File: config.mk
export PLATFORM = sky130hd
export DESIGN_NAME = etst_cell
export DESIGN_NICKNAME = d
export VERILOG_FILES = /design/src/design/etst_pkg.sv /design/src/design/etst_cell.sv
export SDC_FILE = /design/constraint.sdc
export NUM_CORES = 1
export LEC_CHECK = 0
export ABC_AREA = 1
export BUFFER_PORTS_ARGS = -buffer_cell sky130_fd_sc_hd__buf_2
export CAP_MARGIN = 0
export CORE_ASPECT_RATIO = 2
export CORE_MARGIN = 5
export CORE_UTILIZATION = 30
export DETAILED_ROUTE_END_ITERATION = 7
export GPL_TIMING_DRIVEN = 0
export PLACE_DENSITY_LB_ADDON = 0.3
export RECOVER_POWER = 50
export SYNTH_ARGS = -nofsm -noshare
export SYNTH_HDL_FRONTEND = slang
export SYNTH_SLANG_ARGS = --single-unit
File: constraint.sdc
create_clock -name clk -period 1.1 [get_ports clk]
set_input_delay 0.33 -clock clk [delete_from_list [all_inputs] [get_ports clk]]
set_output_delay 0.33 -clock clk [all_outputs]
set_load 0.05 [all_outputs]
File: src/design/etst_pkg.sv
package etst_pkg;

	localparam int SLOTS_DEF = 32;
	localparam int SLOT_W = 5;
	localparam int KEY_W = 6;
	localparam logic [KEY_W-1:0] KEY_NONE = 6'd32;

	localparam logic [31:0] EVT_WAIT_BIT = 32'h0000_0100;
	localparam logic [31:0] EVT_SIGNAL_BIT = 32'h0000_0200;
	localparam logic [31:0] EVT_EXIT_MASK = 32'h0000_0201;

	typedef enum logic [2:0] {
		CMD_CREATE = 3'd0,
		CMD_CLOSE = 3'd1,
		CMD_SIGNAL = 3'd2,
		CMD_SET_TIMER = 3'd3,
		CMD_CHECK = 3'd4,
		CMD_SIG_EXIT = 3'd5,
		CMD_TICK = 3'd6,
		CMD_BAD = 3'd7
	} cmd_t;

	typedef enum logic [1:0] {
		ST_SUCCESS = 2'd0,
		ST_INVALID = 2'd1,
		ST_NO_RES = 2'd2,
		ST_NOT_READY = 2'd3
	} status_t;

	localparam logic [1:0] TK_CANCEL = 2'd0;
	localparam logic [1:0] TK_RELATIVE = 2'd1;
	localparam logic [1:0] TK_PERIODIC = 2'd2;
	localparam logic [1:0] TK_INVALID = 2'd3;

	typedef struct packed {
		logic [2:0] command;
		logic [4:0] slot_index;
		logic [31:0] event_type;
		logic has_notify;
		logic [1:0] timer_kind;
		logic [63:0] trigger_100ns;
	} req_t;

	typedef struct packed {
		logic [1:0] status;
		logic [4:0] result_slot;
		logic notify_fire;
		logic last;
	} rsp_t;

	// one slot as it moves around the ring
	typedef struct packed {
		logic used;
		logic signaled;
		logic [31:0] flags;
		logic has_notify;
		logic armed;
		logic [63:0] deadline;
		logic [63:0] period;
	} slot_t;

endpackage

File: src/design/etst_cell.sv
// One slot register of the ring; passes its slot to the next cell when shifting.
module etst_cell (
	input logic clk,
	input logic arst_n,
	input logic shift,
	input etst_pkg::slot_t din,
	output etst_pkg::slot_t dout
);
	import etst_pkg::*;

	logic used_q;
	logic signaled_q;
	logic armed_q;
	logic [31:0] flags_q;
	logic has_notify_q;
	logic [63:0] deadline_q;
	logic [63:0] period_q;

	// pack in the field order of slot_t
	assign dout = {used_q, signaled_q, flags_q, has_notify_q, armed_q, deadline_q, period_q};

	// control bits reset, payload does not
	always_ff @(posedge clk or negedge arst_n) begin
		if (!arst_n) begin
			used_q <= 1'b0;
			signaled_q <= 1'b0;
			armed_q <= 1'b0;
		end else if (shift) begin
			used_q <= din.used;
			signaled_q <= din.signaled;
			armed_q <= din.armed;
		end
	end

	always_ff @(posedge clk) begin
		if (shift) begin
			flags_q <= din.flags;
			has_notify_q <= din.has_notify;
			deadline_q <= din.deadline;
			period_q <= din.period;
		end
	end
endmodule

# After elaboration in Yosys (flattened, before gate mapping)
# Index checks and enable logic that the tools add are counted.
[totals] ff_bits=164 latchBits=0 ramBits=0 rom_bits=0 input_bits=167 out_inout_bits=164 word_cells=7 n_memories=0
[op_classes] add_sub_neg=0 mul=0 div=0 order_cmp=0 eq_ne=0 n_shift=0 n_mux=0 bitwise_logic=0 n_reduce_logical=0

# Depth between registers and ports, before layout
# Gate-level depths: netlist of run 1.
[logic_depth] word_depth=0 ltp_mapped=3 depth_no_buf=3

# Worst setup path before layout of run 1
# No wires, ideal clock.
[synth_path] kind="register -> output" start="register period_q[0]" end="output dout[0] (netlist bit)" arrival_time_ps=601 required_time_ps=770 slack_ps=169 stages_incl_launch_ff=1 path_buffers=0 path_cell_list="edfxtp_1"
[synth_rtl] item="from (decl)" line_no="etst_cell.sv:17" text="logic [63:0] period_q;"
[synth_rtl] item="from (signal assigned)" line_no="etst_cell.sv:40" text="period_q <= din.period;"
[synth_rtl] item="to (decl)" line_no="etst_cell.sv:7" text="output etst_pkg::slot_t dout"
# No word-level cell between the ends.

# Worst setup path in the final report of run 1
[layout_path] start="register period_q[41]" end="output dout[41] (netlist bit)"
# No word-level cell between the ends.

==> flow_summary_export.csv, run 1 <==
group,metric,value,unit
run_status,status,"finished, violations left",
run_status,violations,"setup timing",
final_layout,fillers,1342,
sta,worst_pin_slew,461.6,ps
critical_path,crit_slowest_cell,"edfxtp_1",
detailed_routing,wire_per_inst,19.90,um
synthesis,ys_async_sr_fraction,1.829,%
synthesis,synth_flop_cell,"edfxtp_1",
detailed_routing,wl,14.81,mm
sta,rsz0062_at_grt,"yes",
global_route,grt_pass1_wl,20.44,mm
placement,gp_congestion,0.8262,
sta,finalSetupTns,-31970,ps
critical_path,max_stage_delay,420,ps
synthesis,synth.most_common_cell,"edfxtp_1",
synthesis,synth_cell_type_count,5,
synthesis,ys_seq_elements,164,
sta,period_share,122.4,%
clock_network,cts_tree,"yes",
clock_network,cts_max_level,4,
final_layout,layout-drive-gt1-share,66.11,%
sta,maxSlewHeadroom,69.22,%
synthesis,synth-edff-count,161,
sta,drv_slew,0,
placement,portBuffers,330,
synthesis,ys_top_cells_by_count,"edfxtp_1, nand2_1, buf_4, dfrtp_1, inv_2",
detailed_routing,drt_iter0_drc,91,
sta,clock_skew,0,ps
floorplanning,die_area,19420,um2
final_layout,regArea,4910,um2
critical_path,worstPathRequired,770,ps
critical_path,arrival,1020,ps
placement,placed_area,6918,um2
synthesis,yosysTopAreaCell,"edfxtp_1",
detailed_routing,first_pass_iters,6,
clock_network,cts_root_buf,"clkbuf_16",
hold_path,worstHoldStart,"din[105]",
critical_path,path_depth,1,
final_layout,multi_input_area,33.78,um2
hold_path,min_to,"deadline_q[41]$_DFFE_PP_",
clock_network,cts_buffers,17,
synthesis,postSynthCellCount,178,
synthesis,yosys_warnings,0,
hold_path,hp-class,"primary input to register",
power_and_ir_drop,p_leak,3.585,nW
floorplanning,io_pins,331,
power_and_ir_drop,cellPowerDensity,1941,nW/um2
global_route,grt_usage,14.69,%
global_route,antenna_found_initial,1,
synthesis,synth_area_leaders,"edfxtp_1, dfrtp_1, nand2_1",
critical_path,r2r_cells,3,
detailed_routing,drt-vias-per-instance,4.117,
floorplanning,die_x,101.1,um
critical_path,crit_chain,"buf_6",
critical_path,r2r_slack,330,ps
flow_run,drv_cap,0,
floorplanning,rows,66,
sta,setup_violations,164,
sta,fin_ws,-246.5,ps
global_route,grt_max_degree,89,
clock_network,clk_pin_slew,60,ps
floorplanning,die_y,192.2,um
final_layout,area_delta_synth_final,71.09,%
clock_network,cts.sinks,164,
synthesis,synth.avg_cell_area,27.96,um2
final_layout,final_area,8516,um2
synthesis,yosysTopAreaCellShare,97.13,%
global_route,overflow,0,
placement,dp_hpwl,11.22,mm
detailed_routing,vias,3063,
critical_path,cp_max_fo,1,
critical_path,reg2reg_to,"signaled_q$_DFFE_PN0P_",
synthesis,yosysSeqAreaShare,98.64,%
floorplanning,core_area,16270,um2
detailed_routing,ant_nets,0,
sta,period_needed,1346,ps
critical_path,path_buf_inv,1,
final_layout,finalNetCount,694,
hold_path,hold_depth,1,
clock_network,clock_latency,410,ps
final_layout,n_antenna_cell,0,
detailed_routing,drc_errors,0,
critical_path,path_class,"register to primary output",
synthesis,netlist_area,4977,um2
synthesis,synth_fp_nets,345,
sta,hold_viol,0,
power_and_ir_drop,max-vdd-ir-drop,0.001387,V
floorplanning,start_util,30.60,%
clock_network,cts_max_path_buffers,2,
global_route,grt_pass1_vias,3410,
critical_path,crit_start,"period_q[41]$_DFFE_PP_",
critical_path,endpoint_kind,"primary output",
critical_path,r2r-start,"signaled_q$_DFFE_PN0P_",
critical_path,cp-start-kind,"register",
critical_path,cpLargestDelayFamily,"flip-flops",
sta,max_freq,0.7427,GHz
==> metal layers <==
layer | share of wire [%] | track usage [%] | up-vias
met3 | 8.2 | 5.234 | 35
met2 | 57 | 25.73 | 187
met1 | 32 | 14.67 | 1433
met4 | 3.6 | 8.397 | 2
met5 | 0.088 | 0 | -
li1 | - | - | 1406
==> flip-flops by register name, summed over array words and instances (netlist names) <==
| name | flops |
|---|---|
| signaled_q | 1 |
| used_q | 1 |
| has_notify_q | 1 |
| period_q | 64 |
| flags_q | 32 |
| armed_q | 1 |
| deadline_q | 64 |
==> through the flow <==
step / hold slack, ps / utilization [%] / std cells / setup slack, ps / total power [mW]
6_report: 86.59 / 52.35 / 744 / -246.5 / 16.53
4_1_cts: 56.06 / 52.42 / 745 / -322.3 / 16.76
3_5_place_dp: 128.9 / 42.52 / 713 / -645.6 / 10.40
2_1_floorplan: 34.41 / - / 178 / 169.4 / 9.450
3_3_place_gp: 125.9 / 42.32 / 712 / -2177 / 10.37
5_1_grt: 61.70 / 52.35 / 744 / -276.8 / 17.15
==> where the power goes <==
group	leakage (nW)	internal (mW)	switching (mW)
sequential	1.61	7.43	0.239
clock	0.264	3.30	2.27
combinational	1.71	1.13	2.16
==> area by class of cell <==
cell class                      count  share of cell area [%]
Sequential cell                   164                   57.66
Clock inverter                     12                   1.337
Multi-Input combinational cell      9                  0.3967
Tap cell                          204                   2.997
Clock buffer                       20                   5.128
Inverter                            1                 0.04408
Timing Repair Buffer              334                   32.44
==> cell families (layout without fill, tap and decap cells) <==
group / after synthesis / after routing / share of synthesized area [%]
simple gates: 9 / 9 / 0.6787
buf+inv: 5 / 367 / 0.6787
flops: 164 / 164 / 98.64
==> worst max path at each step <==
stage | endpoint | slack, ps
2_1_floorplan | dout[0] | 170
3_3_place_gp | deadline_q[38]$_DFFE_PP_ | -2180
3_5_place_dp | deadline_q[59]$_DFFE_PP_ | -650
4_1_cts | dout[163] | -320
5_1_grt | dout[41] | -280
6_report | dout[41] | -250
==> cells in the final DEF (no fill, tap or decap), drive strengths merged <==
| cell type | instances |
|---|---|
| buf | 331 |
| edfxtp | 161 |
| clkbuf | 22 |
| nand2 | 9 |
| clkinv | 8 |
| dfrtp | 3 |
| clkinvlp | 2 |
| bufinv | 2 |
| inv | 1 |
| dlygate4sd3 | 1 |
==> timing repair <==
action | CTS | global route
resized for setup | 336 | 1
hold buffers | 1 | 0
hold endpoints to repair | 3 | 0
endpoints found under the setup margin | 251 | 164
setup buffers | 1 | 1
cloned | 0 | 0
Power figures use the tool's default switching activity.
==> run 2: changes to the inputs <==
- CORE_MARGIN: 5 -> unset
- REMOVE_ABC_BUFFERS: unset -> 1
==> run 2 against run 1 <==
Compared with the run above: the run still ends with setup timing left; global-route usage is 0.073 points higher; maximum frequency is 0.45% higher; register-to-register slack worse by 70 ps; cell count is 0.67% higher; non-clock buffer count is 3 higher; utilization is 0.40 points higher; routed wire length is 11% lower.
==> flow_summary_export.csv, run 2 (synthesis results as in run 1) <==
group,metric,value,unit
run_status,status,"finished, violations left",
run_status,violations,"setup timing",
placement,placed_area,6888,um2
floorplanning,start_util,30.60,%
global_route,grt_pass1_vias,3185,
floorplanning,rows,66,
clock_network,cts_buffers,17,
global_route,grt_usage,14.77,%
sta,setup_violations,164,
critical_path,path_depth,1,
clock_network,cts.sinks,164,
flow_run,drv_cap,0,
critical_path,cp_max_fo,1,
clock_network,clk_pin_slew,60,ps
floorplanning,die_x,93.08,um
critical_path,path_class,"register to primary output",
sta,worst_pin_slew,451.7,ps
critical_path,endpoint_kind,"primary output",
final_layout,fillers,1359,
critical_path,r2r_cells,4,
sta,drv_slew,0,
sta,rsz0062_at_grt,"yes",
global_route,grt_max_degree,88,
final_layout,finalNetCount,697,
detailed_routing,drt_iter0_drc,105,
critical_path,path_buf_inv,1,
floorplanning,io_pins,331,
sta,max_freq,0.7460,GHz
detailed_routing,wire_per_inst,17.57,um
clock_network,cts_max_path_buffers,2,
clock_network,cts_max_level,4,
final_layout,final_common_cell,"buf_6",
placement,dp_hpwl,9.361,mm
global_route,grt_pass1_wl,17.93,mm
detailed_routing,drt-vias-per-instance,4.139,
final_layout,reg_top3,"deadline_q x64, period_q x64, flags_q x32",
detailed_routing,drc_errors,0,
critical_path,crit_chain,"buf_6",
floorplanning,die_area,17140,um2
clock_network,cts_tree,"yes",
power_and_ir_drop,cellPowerDensity,1968,nW/um2
clock_network,clock_latency,410,ps
placement,post-place-ws,-640.7,ps
final_layout,final_area,8581,um2
sta,fin_ws,-240.5,ps
critical_path,arrival,1010,ps
hold_path,hold_depth,1,
final_layout,layout-drive-gt1-share,66.85,%
floorplanning,die_y,184.2,um
hold_path,hp-class,"primary input to register",
critical_path,cpLargestDelayFamily,"flip-flops",
sta,hold_viol,0,
power_and_ir_drop,p_leak,3.619,nW
final_layout,area_delta_synth_final,72.40,%
clock_network,cts_root_buf,"clkbuf_16",
power_and_ir_drop,max-vdd-ir-drop,0.0009843,V
critical_path,max_stage_delay,420,ps
global_route,antenna_found_initial,3,
critical_path,cp-start-kind,"register",
critical_path,worstPathRequired,770,ps
critical_path,crit_slowest_cell,"edfxtp_1",
placement,portBuffers,330,
detailed_routing,first_pass_iters,4,
detailed_routing,ant_nets,0,
detailed_routing,wl,13.16,mm
floorplanning,core_area,16270,um2
detailed_routing,vias,3100,
sta,clock_skew,0,ps
global_route,overflow,0,
sta,period_needed,1340,ps
sta,period_share,121.9,%
final_layout,final_cell_mix,"buf_6, buf_2, edfxtp_1",
sta,maxSlewHeadroom,69.89,%
placement,gp_congestion,0.8296,
run 2: cell types whose count changed in the layout (fill, tap and decap cells not counted), sizes merged:
cell    delta
diode      +2
buf        +1
bufinv     +1
clkbuf     +1
clkinv     -1
inv        +1
run 2: final timing paths:
path                                        start                       end  slack (ps)
min in group asynchronous                  arst_n        used_q$_DFFE_PN0P_         260
max in group asynchronous                  arst_n       armed_q$_DFFE_PN0P_         680
min reg2reg                signaled_q$_DFFE_PN0P_    signaled_q$_DFFE_PN0P_         600
max                         period_q[8]$_DFFE_PP_                   dout[8]        -240
min                                       din[91]  deadline_q[27]$_DFFE_PP_          80
max reg2reg                   armed_q$_DFFE_PN0P_       armed_q$_DFFE_PN0P_         260
run 2: report_power, final:
part | switching (mW) | internal (mW)
clock network | 2.39 | 3.57
registers | 0.237 | 7.43
logic | 2.13 | 1.13
run 2: timing repair:
item | in CTS | in global routing
hold buffers | 1 | 0
pin swaps | 0 | 0
resized for setup | 330 | 0
buffers inserted | 3 | 1
cloned | 0 | 1
hold endpoints to repair | 3 | 0
endpoints found under the setup margin | 251 | 219
run 2: routing by layer:
metal / track usage, % / share of wire [%]
met5: 0 / 0.084
met4: 8.246 / 2.9
met3: 4.909 / 6.7
met2: 25.50 / 56
met1: 15.53 / 35
run 2: through the flow:
step                hold WS, ps  util, %  std cells  setup TNS, ps  power [mW]
floorplan                 34.41        -        174              0       9.432
global placement          124.5    42.13        708        -354500       10.32
detailed placement        129.8    42.34        709         -69460       10.34
CTS                       54.19    52.54        745         -37600       17.07
global route              56.93    52.75        749         -39400       17.39
finish                    84.32    52.75        749         -32460       16.89
run 2: layout make-up:
type                       instances  area, um2  share of cell area, %
timing repair buffer             337       2781                  32.41
sequential                       164       4910                  57.22
antenna                            2      5.005                0.05833
clock inverter                    13      158.9                  1.852
tap                              204      255.2                  2.975
multi-input combinational          9      33.78                 0.3937
clock buffer                      19      432.9                  5.045
inverter                           1      3.754                0.04374
